$ cat src/bced_pkg.sv
// Package for the button click event detector: transaction payload types,
// event, phase and register index codes. No dependencies.
package bced_pkg;

    // Event codes reported once per contact sample
    localparam logic [2:0] EV_RELEASED = 3'd0;
    localparam logic [2:0] EV_PRESSED  = 3'd1;
    localparam logic [2:0] EV_DOWN     = 3'd2;
    localparam logic [2:0] EV_LONG     = 3'd3;
    localparam logic [2:0] EV_REPEAT   = 3'd4;
    localparam logic [2:0] EV_CLICKED  = 3'd5;
    localparam logic [2:0] EV_DOUBLE   = 3'd6;

    // Phase codes of the click machine
    localparam logic [3:0] PH_IDLE       = 4'd0;
    localparam logic [3:0] PH_SEEN       = 4'd1;
    localparam logic [3:0] PH_HELD       = 4'd2;
    localparam logic [3:0] PH_LONG_HELD  = 4'd3;
    localparam logic [3:0] PH_RELEASING  = 4'd4;
    localparam logic [3:0] PH_WAIT_2ND   = 4'd5;
    localparam logic [3:0] PH_SEEN_2ND   = 4'd6;
    localparam logic [3:0] PH_HELD_2ND   = 4'd7;
    localparam logic [3:0] PH_RELEASE_2ND = 4'd8;

    // Configuration register indexes
    localparam logic [7:0] REG_DEBOUNCE      = 8'd0;
    localparam logic [7:0] REG_LONG_PRESS    = 8'd1;
    localparam logic [7:0] REG_REPEAT        = 8'd2;
    localparam logic [7:0] REG_DOUBLE_WINDOW = 8'd3;

    // Register reset values
    localparam logic [15:0] RST_DEBOUNCE      = 16'd20;
    localparam logic [15:0] RST_LONG_PRESS    = 16'd1000;
    localparam logic [15:0] RST_REPEAT        = 16'd200;
    localparam logic [15:0] RST_DOUBLE_WINDOW = 16'd300;

    typedef struct packed {
        logic        pressed;
        logic [31:0] now_ms;
    } t_in_item;

    typedef struct packed {
        logic [2:0] event_res;
    } t_out_item;

    typedef struct packed {
        logic [7:0]  index;
        logic [15:0] data;
    } t_cfg_item;

    // Threshold set handed from the register file to the machine
    typedef struct packed {
        logic [15:0] debounce_ms;
        logic [15:0] long_press_ms;
        logic [15:0] repeat_ms;
        logic [15:0] double_window_ms;
    } t_cfg_regs;

endpackage

$ cat src/bced_chan_if.sv
// Valid/ready channel interface carrying one payload per transaction.
// Payload type is supplied by the instantiating scope (types in bced_pkg).
interface bced_chan_if #(
    parameter type t_payload = logic
);
    logic     valid;
    logic     ready;
    t_payload payload;

    modport source (output valid, output payload, input ready);
    modport sink   (input valid, input payload, output ready);
endinterface

$ cat src/bced_cfg_regs.sv
// Configuration register file for the click detector thresholds.
// Depends on bced_pkg and bced_chan_if.
module bced_cfg_regs (
    input  logic                i_clk,
    input  logic                i_rst_n,
    bced_chan_if.sink           i_cfg,
    output bced_pkg::t_cfg_regs o_regs
);
    bced_pkg::t_cfg_regs r_regs;

    // Always take a write transaction
    assign i_cfg.ready = 1'b1;
    assign o_regs      = r_regs;

    // Update the addressed register, drop writes beyond the list
    always_ff @(posedge i_clk) begin
        if (!i_rst_n) begin
            r_regs.debounce_ms      <= bced_pkg::RST_DEBOUNCE;
            r_regs.long_press_ms    <= bced_pkg::RST_LONG_PRESS;
            r_regs.repeat_ms        <= bced_pkg::RST_REPEAT;
            r_regs.double_window_ms <= bced_pkg::RST_DOUBLE_WINDOW;
        end else if (i_cfg.valid) begin
            case (i_cfg.payload.index)
                bced_pkg::REG_DEBOUNCE:      r_regs.debounce_ms      <= i_cfg.payload.data;
                bced_pkg::REG_LONG_PRESS:    r_regs.long_press_ms    <= i_cfg.payload.data;
                bced_pkg::REG_REPEAT:        r_regs.repeat_ms        <= i_cfg.payload.data;
                bced_pkg::REG_DOUBLE_WINDOW: r_regs.double_window_ms <= i_cfg.payload.data;
                default: ;
            endcase
        end
    end
endmodule

$ cat src/bced_fsm.sv
// Click machine: phase and timestamp state, one elapsed-time compare per step.
// Depends on bced_pkg.
module bced_fsm (
    input  logic                i_clk,
    input  logic                i_rst_n,
    input  logic                i_step,
    input  bced_pkg::t_in_item  i_item,
    input  bced_pkg::t_cfg_regs i_regs,
    output logic [2:0]          o_event
);
    logic [3:0]  r_phase;
    logic [31:0] r_stamp_ms;
    logic [3:0]  n_phase;
    logic [31:0] n_stamp_ms;
    logic [15:0] limit;
    logic [31:0] elapsed;
    logic        passed;
    logic        down;

    assign down = i_item.pressed;

    // Pick the threshold that the current phase compares against
    always_comb begin
        case (r_phase)
            bced_pkg::PH_HELD, bced_pkg::PH_HELD_2ND: limit = i_regs.long_press_ms;
            bced_pkg::PH_LONG_HELD:                   limit = i_regs.repeat_ms;
            bced_pkg::PH_WAIT_2ND:                    limit = i_regs.double_window_ms;
            default:                                  limit = i_regs.debounce_ms;
        endcase
    end

    // Wrapping elapsed time, strictly greater than the threshold
    assign elapsed = i_item.now_ms - r_stamp_ms;
    assign passed  = elapsed > {16'd0, limit};

    // Next phase, stamp and event
    always_comb begin
        n_phase    = r_phase;
        n_stamp_ms = r_stamp_ms;
        o_event    = bced_pkg::EV_RELEASED;
        case (r_phase)
            bced_pkg::PH_IDLE: begin
                if (down) begin
                    n_stamp_ms = i_item.now_ms;
                    n_phase    = bced_pkg::PH_SEEN;
                end
            end
            bced_pkg::PH_SEEN, bced_pkg::PH_SEEN_2ND: begin
                if (down) begin
                    if (passed) begin
                        o_event    = bced_pkg::EV_PRESSED;
                        n_stamp_ms = i_item.now_ms;
                        n_phase    = (r_phase == bced_pkg::PH_SEEN) ?
                                     bced_pkg::PH_HELD : bced_pkg::PH_HELD_2ND;
                    end
                end else begin
                    n_phase = (r_phase == bced_pkg::PH_SEEN) ?
                              bced_pkg::PH_IDLE : bced_pkg::PH_WAIT_2ND;
                end
            end
            bced_pkg::PH_HELD, bced_pkg::PH_HELD_2ND: begin
                if (down) begin
                    if (passed) begin
                        o_event    = bced_pkg::EV_LONG;
                        n_stamp_ms = i_item.now_ms;
                        n_phase    = bced_pkg::PH_LONG_HELD;
                    end else begin
                        o_event = bced_pkg::EV_DOWN;
                    end
                end else begin
                    n_stamp_ms = i_item.now_ms;
                    n_phase    = (r_phase == bced_pkg::PH_HELD) ?
                                 bced_pkg::PH_RELEASING : bced_pkg::PH_RELEASE_2ND;
                end
            end
            bced_pkg::PH_LONG_HELD: begin
                if (down) begin
                    if (passed) begin
                        o_event    = bced_pkg::EV_REPEAT;
                        n_stamp_ms = i_item.now_ms;
                    end else begin
                        o_event = bced_pkg::EV_DOWN;
                    end
                end else begin
                    // Release from a long hold skips the debounce
                    n_phase = bced_pkg::PH_IDLE;
                end
            end
            bced_pkg::PH_RELEASING, bced_pkg::PH_RELEASE_2ND: begin
                if (down) begin
                    // Bounce while releasing: back to held, stamp kept
                    n_phase = (r_phase == bced_pkg::PH_RELEASING) ?
                              bced_pkg::PH_HELD : bced_pkg::PH_HELD_2ND;
                end else if (passed) begin
                    o_event    = (r_phase == bced_pkg::PH_RELEASING) ?
                                 bced_pkg::EV_CLICKED : bced_pkg::EV_DOUBLE;
                    n_stamp_ms = i_item.now_ms;
                    n_phase    = (r_phase == bced_pkg::PH_RELEASING) ?
                                 bced_pkg::PH_WAIT_2ND : bced_pkg::PH_IDLE;
                end
            end
            bced_pkg::PH_WAIT_2ND: begin
                if (down) begin
                    n_stamp_ms = i_item.now_ms;
                    n_phase    = bced_pkg::PH_SEEN_2ND;
                end else if (passed) begin
                    n_phase = bced_pkg::PH_IDLE;
                end
            end
            default: begin
                n_phase = bced_pkg::PH_IDLE;
            end
        endcase
    end

    // Advance the state once per processed sample
    always_ff @(posedge i_clk) begin
        if (!i_rst_n) begin
            r_phase    <= bced_pkg::PH_IDLE;
            r_stamp_ms <= 32'd0;
        end else if (i_step) begin
            r_phase    <= n_phase;
            r_stamp_ms <= n_stamp_ms;
        end
    end
endmodule

$ cat src/button_click_event_detector_unit.sv
// Button click event detector, top level. Depends on bced_pkg, bced_chan_if,
// bced_cfg_regs and bced_fsm.
// A sample taken into the input register has its event registered in the
// result register once that is free. Throughput: one sample per cycle
// unless the result side stalls; the input and result registers decouple
// the channels. Reset restores the default thresholds and the idle phase.
module button_click_event_detector_unit (
    input  logic        i_clk,
    input  logic        i_rst_n,
    bced_chan_if.sink   i_in,
    bced_chan_if.source o_out,
    bced_chan_if.sink   i_cfg
);
    bced_pkg::t_cfg_regs regs;
    bced_pkg::t_in_item  r_in_item;
    logic                r_in_valid;
    logic [2:0]          r_event;
    logic                r_out_valid;
    logic [2:0]          step_event;
    logic                advance;
    logic                in_take;

    bced_cfg_regs u_cfg_regs (
        .i_clk   (i_clk),
        .i_rst_n (i_rst_n),
        .i_cfg   (i_cfg),
        .o_regs  (regs)
    );

    // Process the held sample when the result register is free
    assign advance = r_in_valid && (!r_out_valid || o_out.ready);
    assign i_in.ready = !r_in_valid || advance;
    assign in_take    = i_in.valid && i_in.ready;

    bced_fsm u_fsm (
        .i_clk   (i_clk),
        .i_rst_n (i_rst_n),
        .i_step  (advance),
        .i_item  (r_in_item),
        .i_regs  (regs),
        .o_event (step_event)
    );

    // Input register
    always_ff @(posedge i_clk) begin
        if (!i_rst_n) begin
            r_in_valid <= 1'b0;
        end else if (in_take) begin
            r_in_valid <= 1'b1;
        end else if (advance) begin
            r_in_valid <= 1'b0;
        end
    end

    always_ff @(posedge i_clk) begin
        if (in_take) begin
            r_in_item <= i_in.payload;
        end
    end

    // Result register
    always_ff @(posedge i_clk) begin
        if (!i_rst_n) begin
            r_out_valid <= 1'b0;
        end else if (advance) begin
            r_out_valid <= 1'b1;
        end else if (o_out.ready) begin
            r_out_valid <= 1'b0;
        end
    end

    always_ff @(posedge i_clk) begin
        if (advance) begin
            r_event <= step_event;
        end
    end

    assign o_out.valid             = r_out_valid;
    assign o_out.payload.event_res = r_event;
endmodule

$ cat src/flat_wrapper.sv
// flat-port wrapper written by rule: the top's interface ports become plain ports
module button_click_event_detector_unit_flat import bced_pkg::*;
  (i_clk, i_rst_n, i_in_valid, i_in_payload, i_in_ready, o_out_valid, o_out_payload, o_out_ready, i_cfg_valid, i_cfg_payload, i_cfg_ready);
  bced_chan_if #(.t_payload(t_in_item)) i_in_i ();
  bced_chan_if #(.t_payload(t_out_item)) o_out_i ();
  bced_chan_if #(.t_payload(t_cfg_item)) i_cfg_i ();
  input  logic i_clk;
  input  logic i_rst_n;
  input wire logic [$bits(i_in_i.valid)-1:0] i_in_valid;
  input wire logic [$bits(i_in_i.payload)-1:0] i_in_payload;
  output wire logic [$bits(i_in_i.ready)-1:0] i_in_ready;
  output wire logic [$bits(o_out_i.valid)-1:0] o_out_valid;
  output wire logic [$bits(o_out_i.payload)-1:0] o_out_payload;
  input wire logic [$bits(o_out_i.ready)-1:0] o_out_ready;
  input wire logic [$bits(i_cfg_i.valid)-1:0] i_cfg_valid;
  input wire logic [$bits(i_cfg_i.payload)-1:0] i_cfg_payload;
  output wire logic [$bits(i_cfg_i.ready)-1:0] i_cfg_ready;
  assign i_in_i.valid = i_in_valid;
  assign i_in_i.payload = i_in_payload;
  assign i_in_ready = i_in_i.ready;
  assign o_out_valid = o_out_i.valid;
  assign o_out_payload = o_out_i.payload;
  assign o_out_i.ready = o_out_ready;
  assign i_cfg_i.valid = i_cfg_valid;
  assign i_cfg_i.payload = i_cfg_payload;
  assign i_cfg_ready = i_cfg_i.ready;
  button_click_event_detector_unit u_core (.i_clk(i_clk), .i_rst_n(i_rst_n), .i_in(i_in_i), .o_out(o_out_i), .i_cfg(i_cfg_i));
endmodule
$ cat config.mk
export PLATFORM = sky130hd
export DESIGN_NAME = button_click_event_detector_unit_flat
export DESIGN_NICKNAME = d
export VERILOG_FILES = /design/src/bced_pkg.sv /design/src/bced_chan_if.sv /design/src/bced_cfg_regs.sv /design/src/bced_fsm.sv /design/src/button_click_event_detector_unit.sv /design/src/flat_wrapper.sv
export SDC_FILE = /design/constraint.sdc
export NUM_CORES = 1
export LEC_CHECK = 0
export BUFFER_PORTS_ARGS = -buffer_cell sky130_fd_sc_hd__buf_2
export CAP_MARGIN = 5
export CORE_MARGIN = 2
export CORE_UTILIZATION = 35
export CTS_BUF_LIST = sky130_fd_sc_hd__clkbuf_2 sky130_fd_sc_hd__clkbuf_4 sky130_fd_sc_hd__clkbuf_8
export CTS_CLUSTER_DIAMETER = 100
export CTS_CLUSTER_SIZE = 8
export DETAILED_ROUTE_END_ITERATION = 8
export SLEW_MARGIN = 30
export SYNTH_ARGS = -nofsm -noshare
export SYNTH_HDL_FRONTEND = slang
export SYNTH_SLANG_ARGS = --single-unit
$ cat constraint.sdc
create_clock -name i_clk -period 11.95 [get_ports i_clk]
set_input_delay 0.5975 -clock i_clk [delete_from_list [all_inputs] [get_ports i_clk]]
set_output_delay 0.5975 -clock i_clk [all_outputs]
set_load 0.01 [all_outputs]
; ---- Word level (Yosys, flattened, before mapping)
; Cells that the tools add are included.
[totals]
register_bits = 138
out_inout_bits = 6
wordCells = 92
[classes]
addsub = 1
magnitude_cmp = 1
eq_ne = 20
muxes = 37
n_reduce_logical = 22
[ops]
columns = cell, count
row1 = $mux W32, 5
row2 = $pmux W32 S4, 1
row3 = $pmux W16 S3, 1
row4 = $mux W4, 11
row5 = $gt A32 B16 Y1, 1
row6 = $sub A32 B32 Y32, 1
row7 = $mux W3, 8
row8 = $pmux W4 S6, 1
row9 = $eq A4 B3 Y1 const B, 4
row10 = $eq A8 B2 Y1 const B, 2
row11 = $pmux W3 S4, 1
row12 = $eq A4 B2 Y1 const B, 2
row13 = $eq A8 B1 Y1 const B, 1
row14 = $logic_not A8 Y1, 1
row15 = $reduce_and A2 Y1, 4
row16 = $reduce_or A2 Y1, 4
row17 = $mux W1, 7
row18 = $reduce_and A7 Y1, 1
row19 = $ne A2 B1 Y1 const B, 3
row20 = $ne A3 B2 Y1 const B, 2
row21 = $ne A3 B3 Y1 const B, 2
row22 = $reduce_and A5 Y1, 1
row23 = $eq A4 B1 Y1 const B, 1
row24 = $eq A4 B4 Y1 const B, 1
row25 = 9 further kinds, 15

; ---- Longest topological paths before layout
; Gate-level depths: netlist of the first run.
[logic_depth]
ltp_word = 7
mapped_depth = 22
ltp_nobuf = 20

; ---- Hierarchy
; Synthesis of the first run repeated with hierarchy kept, for this count alone.
[unflattened]
hier_cells = 917
hier_area_um2 = 8267.9
[by_module_without_submodules]
columns = module, instances, cells_each, area_each_um2, seq_area_each_um2
row1 = bced_fsm, 1, 631, 4541.9, 720.7
row2 = bced_cfg_regs, 1, 241, 2541.2, 1281.2
row3 = button_click_event_detector_unit, 1, 45, 1184.9, 1121.1

; ---- Least setup slack after synthesis of the first run
; OpenSTA, ideal clock, no wires.
[synth_path]
kind = register -> register
start = reg u_core.r_in_item[0] (netlist name)
end = reg u_core.u_fsm.r_stamp_ms[0]
setup_ps = 118
arrival_time_ps = 4210
t_required_ps = 11832
setup_slack_ps = 7622
stages_incl_launch_ff = 23
path_buffers = 2
path_cell_list = edfxtp_1 -> inv_1 -> ha_1 -> fa_1 -> nor2b_1 -> o2111ai_1 -> and2_1 -> o21ai_0 -> a21o_1 -> a21oi_1 -> xnor2_1 -> ha_1 -> and4_1 -> a21oi_1 -> nand2_1 -> a2111oi_0 -> o21ai_1 -> nor4_2 -> nand3_2 -> o21a_1 -> buf_6 -> buf_12 -> mux2i_1
[synth_between]
elab_chain_cells = 5
word_cells_on_any_way = 8
[synth_rtl]
columns = element, line
row1 = "start, declared", button_click_event_detector_unit.sv:15  ; bced_pkg::t_in_item r_in_item;
row2 = "start signal, assigned", button_click_event_detector_unit.sv:57  ; r_in_item <= i_in.payload;
row3 = $sub A32 B32 Y32, bced_fsm.sv:33  ; assign elapsed = i_item.now_ms - r_stamp_ms;
row4 = $gt A32 B16 Y1, bced_fsm.sv:34  ; assign passed = elapsed > {16'd0, limit};
row5 = $mux W32, n/a
row6 = $mux W32 (on tied branches), "bced_fsm.sv:90, bced_fsm.sv:62, bced_fsm.sv:77"
row7 = $pmux W32 S4 (*), bced_fsm.sv:41  ; case (r_phase)
row8 = "end signal, assigned", bced_fsm.sv:123  ; r_stamp_ms <= n_stamp_ms;
row9 = "end, declared", bced_fsm.sv:12  ; logic [31:0] r_stamp_ms;
; Every way passes the cells marked *; elsewhere a longest branch is shown, timed or not. The select of a mux whose other input is x is not followed.
; A chain may end at the register's enable or synchronous reset.

; ---- Worst setup path in the final report of the first run
[layout_path]
start = reg u_core.u_fsm.r_phase[2]
end = reg u_core.u_fsm.r_phase[1]
[layout_between]
elab_chain_cells = 6
word_cells_on_any_way = 22
[layout_rtl]
columns = element, line
row1 = "start, declared", bced_fsm.sv:11  ; logic [3:0] r_phase;
row2 = "start signal, assigned", bced_fsm.sv:119  ; r_phase <= bced_pkg::PH_IDLE;
row3 = "start signal, assigned", bced_fsm.sv:122  ; r_phase <= n_phase;
row4 = $eq A4 B2 Y1 or $eq A4 B3 Y1 (tied branches), "bced_fsm.sv:24, bced_fsm.sv:41"
row5 = $reduce_or A2 Y1, "bced_fsm.sv:24, bced_fsm.sv:41"
row6 = $pmux W16 S3, bced_fsm.sv:24  ; case (r_phase)
row7 = $gt A32 B16 Y1, bced_fsm.sv:34
row8 = $ne A3 B3 Y1 (no source line) or $ne A3 B2 Y1 (tied branches), n/a
row9 = $reduce_and A7 Y1 (no source line), n/a
; Several ways; a longest one is shown, not always the timed one.

==> out/results.ini, run 1 <==
[detailed_routing]
antenna_left=0
via_count=6882
viasPerCell=5.306
drt_pass1_iterations=6
drc=0
wirelength_um=20180
drt_iter0_drc=539
wire_per_inst_um=15.56

[layout]
nets=1110
layout_commonest_cell=nand2_1
fill_cells=2278
stdcell_count=1297
antenna_cells=0
layout_common_cells=nand2_1 (242), dfxtp_1 (102), a21oi_1 (99)
drive_above_1_share_pct=12.25
area_delta_synth_final_pct=10.33

[worst_setup_path]
r2r_start=u_core.u_fsm.r_phase[2]
cp_cell_sequence=xnor2_1, and3b_1, nor3_1, buf_4, a21boi_0, ha_1, and4_1, a21oi_1, nand2_1, a2111oi_0, o21ai_1, nor4_2, nand3_2, o21ai_1, mux2i_1
reg2reg_slack_ns=7.06
critPathMaxStageDelay_ns=0.74
critPathRequiredTime_ns=12.34
worstPathMaxFanout=20
cp-startpoint=u_core.u_fsm.r_phase[2]
cpMostUsedCell=o21ai_1
worst_setup_path_start_kind=register
crit_type=reg2reg
cp_slowest_cell=dfxtp_1
arrival_ns=5.29
cp-end-kind=register

[sta]
finalSetupViolations=0
fmax_ghz=0.2044
slew_headroom_pct=35.01
report.final.slew_viol_count=0
rsz0062_at_grt=no
tns_ns=0
tightest_slew_ns=0.9503
finalCritPeriodShare_pct=40.95
period_needed_ns=4.893
fin_skew_ns=0.02035
finalHoldViolCount=0

[clocking]
clk_latency_ns=0.47
cts_setup_buffers=0
clkTransAtPathRegs_ns=0.10
ctsResizeCount=0
cts_root_buffer=clkbuf_8
cts_made_buffers=17
htreeDepth=4
hold_buffers=0
cts_buffer_depth=2
tritoncts=done
cts_sinks=138

[global_routing]
antenna_found_initial=0
track_usage_pct=16.92
grt-ovfl-total=0
grt_max_degree=88
grt_first_pass_wirelength_um=32950
grt_pass1_vias=6458

[power_and_ir_drop]
leakagePower_nw=3.310
vdd_drop_max_mv=0.06247
power_density_nw_per_um2=119.9

[logic_synthesis]
synth_edf_count=36
ys_ff_latch=138
ys.flop_type=dfxtp_1
yosysWarnings=0
synth.avg_cell_area_um2=8.340
syn_inst=964
ys_seq_area_share_pct=38.84
synthesis.area_um2=8040
synth_cell_types=71
async_flop_share_pct=0
synth.net_count=1074

[placed_design]
routabilityCongestion=0.8734
placement.io_buffers=66
dp_hpwl_um=13970
dp.cells=1266

[floorplanning]
die_x_um=155.6
die_h_um=155.6
dieArea_um2=24200
core_um2=22570
ios=68
core.rowCount=55
initial_core_util_pct=35.62

[hold_path]
min-delay-start=i_in_payload[12]
hold_class=in2reg

[outcome]
run_status=complete, no violations

[flow_run]
cap_violations=0

per-layer routing:
layer  track usage [%]  up-vias  wire length (um)
li1                  -     3470                 -
met1             22.52     3230              9631
met2             27.35      152              9326
met3             3.194       30               804
met4             6.335        0               419
met5                 0        -                 0
per-stage QoR:
step	util [%]	instance area (um^2)	power [mW]	hold WS [ns]	setup WS (ns)
finish	39.30	8871	1.063	0.2996	7.057
global placement	37.61	8488	0.6897	0.4359	6.987
detailed placement	37.63	8494	0.6908	0.4419	7.108
global route	39.30	8871	1.118	0.2839	6.545
floorplan	-	8040	0.6440	0.4292	7.622
CTS	39.30	8871	1.074	0.2759	7.073
cells by family (layout without fill, tap and decap cells):
group | count (synthesis) | in the layout | synth area share (%)
simple gates | 382 | 382 | 21.16
buf+inv | 96 | 144 | 5.555
mux | 41 | 41 | 5.167
fa+ha+maj | 48 | 48 | 7.563
compound gates | 232 | 232 | 18.83
other cells | 1 | 1 | 0.04664
flops | 138 | 138 | 38.84
xor+xnor | 26 | 26 | 2.832
sequential cells by signal, summed over array words and instances, names as in the netlist:
signal / flops
u_core.o_out.valid: 1
u_core.r_in_item: 33
u_core.r_in_valid: 1
u_core.u_fsm.r_stamp_ms: 32
u_core.u_cfg_regs.o_regs: 64
u_core.u_fsm.r_phase: 4
u_core.o_out.payload: 3
final timing paths:
path	end	cells past startpoint
max	u_core.u_fsm.r_phase[1]	15
min	u_core.r_in_item[12]	1
max reg2reg	u_core.u_fsm.r_phase[1]	15
min reg2reg	u_core.u_cfg_regs.o_regs[53]	2
Yosys cell counts (all sizes together), types with 13 or more instances:
cell,number,area [um^2]
a21boi,14,105.1
a21o,16,121.4
a21oi,101,520.5
a222oi,16,160.2
buf,15,142.6
clkbuf,42,157.7
dfxtp,102,2042
edfxtp,36,1081
ha,47,588.1
inv,38,142.6
mux2i,37,370.4
nand2,242,908.4
nand3,30,155.1
nor2,35,131.4
o21ai,24,120.1
xnor2,13,113.9
xor2,13,113.9
power breakdown:
part,internal [mW],switching (mW),total [mW],leakage [nW]
logic,0.0725,0.109,0.181,1.94
clock network,0.175,0.207,0.382,0.198
registers,0.492,0.00844,0.500,1.18
total,0.739,0.324,1.06,3.31
area by class of cell:
cell class / instances / area [um^2] / share of cell area (%)
Clock buffer: 18 / 247.7 / 2.793
Tap cell: 285 / 356.6 / 4.020
Multi-Input combinational cell: 730 / 4478 / 50.48
Inverter: 39 / 146.4 / 1.650
Sequential cell: 138 / 3123 / 35.20
Clock inverter: 13 / 128.9 / 1.453
Timing Repair Buffer: 74 / 390.4 / 4.401
worst max-delay path: cells and delay by family, from the launching register on:
family	cells	cell delay, ns
buffers and inverters	1	0.23
adders and majority gates	1	0.30
muxes	1	0.24
xor gates and xnor gates	1	0.21
and+or+nand+nor	6	1.64
DFF	1	0.74
AOI/OAI and AO/OA	5	1.47
No activity file was read; power rests on OpenSTA's default activity.
==> inputs of run 2 (changes only) <==
- ABC_AREA: not set -> 1
- clock period: 11.95 -> 4.9 ns (I/O delays scaled with it)
==> run 2 against run 1 <==
  * Cell area up 27%
  * Clock power increased to 2.7 times the previous value
  * Synthesized cell count is 49% higher
  * Total power grew to 3.2 times the previous value
  * Wire length up 35%
  * Critical path depth grew 9
  * Via count is 35% higher
  * Critical path type unchanged
  * Critical endpoint is now u_core.o_out.payload[0]
  * Highest routed layer unchanged
==> out/results.ini, run 2 <==
[global_routing]
grt_first_pass_wirelength_um=44530
grt_pass1_vias=8877
grt-ovfl-total=0
antenna_found_initial=0
grt_max_degree=72
track_usage_pct=18.08

[floorplanning]
die_x_um=173.3
die_h_um=173.3
ios=68
core.rowCount=61
core_um2=28010
dieArea_um2=30050
initial_core_util_pct=35.83

[logic_synthesis]
synth_top_family_by_area=simple AND/OR/NAND/NOR gates
synthMuxAreaShare_pct=0
synth_fa_ha_area_share_pct=6.058
synth_edf_count=36
synth.net_count=1547
synth_area_leaders=dfxtp_1 (20%), nand2_1 (12%), edfxtp_1 (11%)
yosys.area.top_type=dfxtp_1
synth_top_area_share_pct=20.34
yosysWarnings=0
synth.avg_cell_area_um2=6.985
synth_cell_types=45
syn_inst=1437
ys_ff_latch=138
yosys.area_share.simple_pct=31.49
synth.cells.most_frequent=nand2_1 (315), inv_1 (221), nor2_1 (128), dfxtp_1 (102), o21ai_0 (87)
ys_seq_area_share_pct=31.11
ys.flop_type=dfxtp_1
yosysMostFrequentCell=nand2_1
async_flop_share_pct=0
synth-compound-area-share_pct=17.51
synth_xor_area_share_pct=1.309
synthesis.area_um2=10040

[detailed_routing]
viasPerCell=4.905
antenna_left=0
drc=0
via_count=9305
drt_iter0_drc=613
wire_per_inst_um=14.33
wirelength_um=27190
drt_pass1_iterations=7

[layout]
area_delta_synth_final_pct=12.25
largest_reg_flops=64
fill_cells=2967
layout_common_cells=nand2_1 (315), inv_1 (219), nor2_1 (128)
stdcell_count=1897
stdcell_area_um2=11270
antenna_cells=0
drive_above_1_share_pct=18.04
layout_commonest_cell=nand2_1
nets=1616

[hold_path]
hold_class=in2reg

[clocking]
htreeDepth=4
tritoncts=done
cts_buffer_depth=2
clk_latency_ns=0.49
cts_root_buffer=clkbuf_8
clkTransAtPathRegs_ns=0.09
cts_setup_buffers=0
cts_made_buffers=17
cts_sinks=138
ctsResizeCount=0

[worst_setup_path]
arrival_ns=4.57
critPathRequiredTime_ns=5.13
worstPathMaxFanout=34
worst_setup_path_start_kind=register
cp-end-kind=register
crit_type=reg2reg

[placed_design]
dp.cells=1831
dp_hpwl_um=19210
placed_area_um2=10510
placement.io_buffers=66
routabilityCongestion=0.8999

[sta]
finalSetupViolations=0
finalCritPeriodShare_pct=88.59
whs_ns=0.04072
rsz0062_at_grt=no
fmax_ghz=0.2304
tns_ns=0
period_needed_ns=4.341
finalHoldViolCount=0
report.final.slew_viol_count=0
slew_headroom_pct=46.08
fin_skew_ns=0.03858
tightest_slew_ns=0.8059

[power_and_ir_drop]
power_density_nw_per_um2=304.2
leakagePower_nw=5.369
vdd_drop_max_mv=0.1882

[flow_run]
cap_violations=0

[outcome]
run_status=complete, no violations

==> run 2: changes by cell type in the layout (fill, tap and decap cells not counted), moves of 45 or more <==
cell / change
a221oi_1: +45
inv_1: +181
nand2_1: +73
nand2_2: +46
nand3_1: +50
nor2_1: +93
o21ai_0: +67
==> run 2: worst max-delay path: stages, from the launching register on <==
cell      delay (ns)
edfxtp_1        0.36
inv_1           0.08
ha_1            0.22
fa_1            0.48
inv_1           0.13
nand2_1         0.06
nand3_1         0.16
nand2_1         0.09
nand2_2         0.09
xor2_1          0.26
ha_1            0.28
nand2_1         0.07
inv_1           0.04
nand3_1         0.08
inv_1           0.04
a21oi_1         0.14
nand2_1         0.06
nand2_1         0.07
nand2_1         0.05
nor2_1          0.10
nand2_2         0.08
nor2_4          0.37
nand2_4         0.43
o21ai_0         0.24
a21oi_1         0.07
==> run 2: final timing paths <==
| kind | start | endpoint | slack [ns] | depth (start not counted) |
|---|---|---|---|---|
| min reg2reg | u_core.u_cfg_regs.o_regs[52] | u_core.u_cfg_regs.o_regs[52] | 0.48 | 2 |
| max reg2reg | u_core.r_in_item[0] | u_core.o_out.payload[0] | 0.56 | 24 |
| min | i_in_valid | u_core.r_in_valid | 0.04 | 3 |
| max | u_core.r_in_item[0] | u_core.o_out.payload[0] | 0.56 | 24 |
==> run 2: cells by family after synthesis <==
kind of cell               after synthesis
buffers and inverters                  285
xor gates and xnor gates                15
AOI/OAI and AO/OA                      277
adders and majority gates               48
and+or+nand+nor                        673
other                                    1
DFF                                    138
==> run 2: where the power goes <==
group,internal (mW),switching [mW]
clock network,0.493,0.528
registers,1.22,0.0335
logic,0.430,0.721
==> run 2: layout make-up <==
cell class,count,area [um^2],share of cell area (%)
multi-input cells,1014,5662,50.25
clock buffers,19,261.5,2.321
well taps,378,473.0,4.198
flip-flops and latches,138,3123,27.72
inverters,224,840.8,7.462
clock inverters,13,153.9,1.366
repair buffers,111,753.2,6.685
==> run 2: metrics by stage <==
stage               utilization, %  setup slack (ns)  total power [mW]
floorplan                        -             1.474             2.158
global placement             37.53            0.5942             2.390
detailed placement           37.53            0.4995             2.405
CTS                          40.22            0.4880             3.446
global route                 40.22           0.03312             3.653
finish                       40.22            0.5589             3.427
==> run 2: per-layer routing <==
metal	vias to the layer above	global-route usage (%)	routed length, um
met4	0	5.403	381
met5	-	0	0
met1	4269	23.90	13130
met2	184	30.53	12690
li1	4829	-	-
met3	23	2.610	985
==> run 2: what timing repair did <==
action,CTS,global route
setup endpoints to repair,0,0
hold endpoints to repair,34,0
hold buffers,34,0
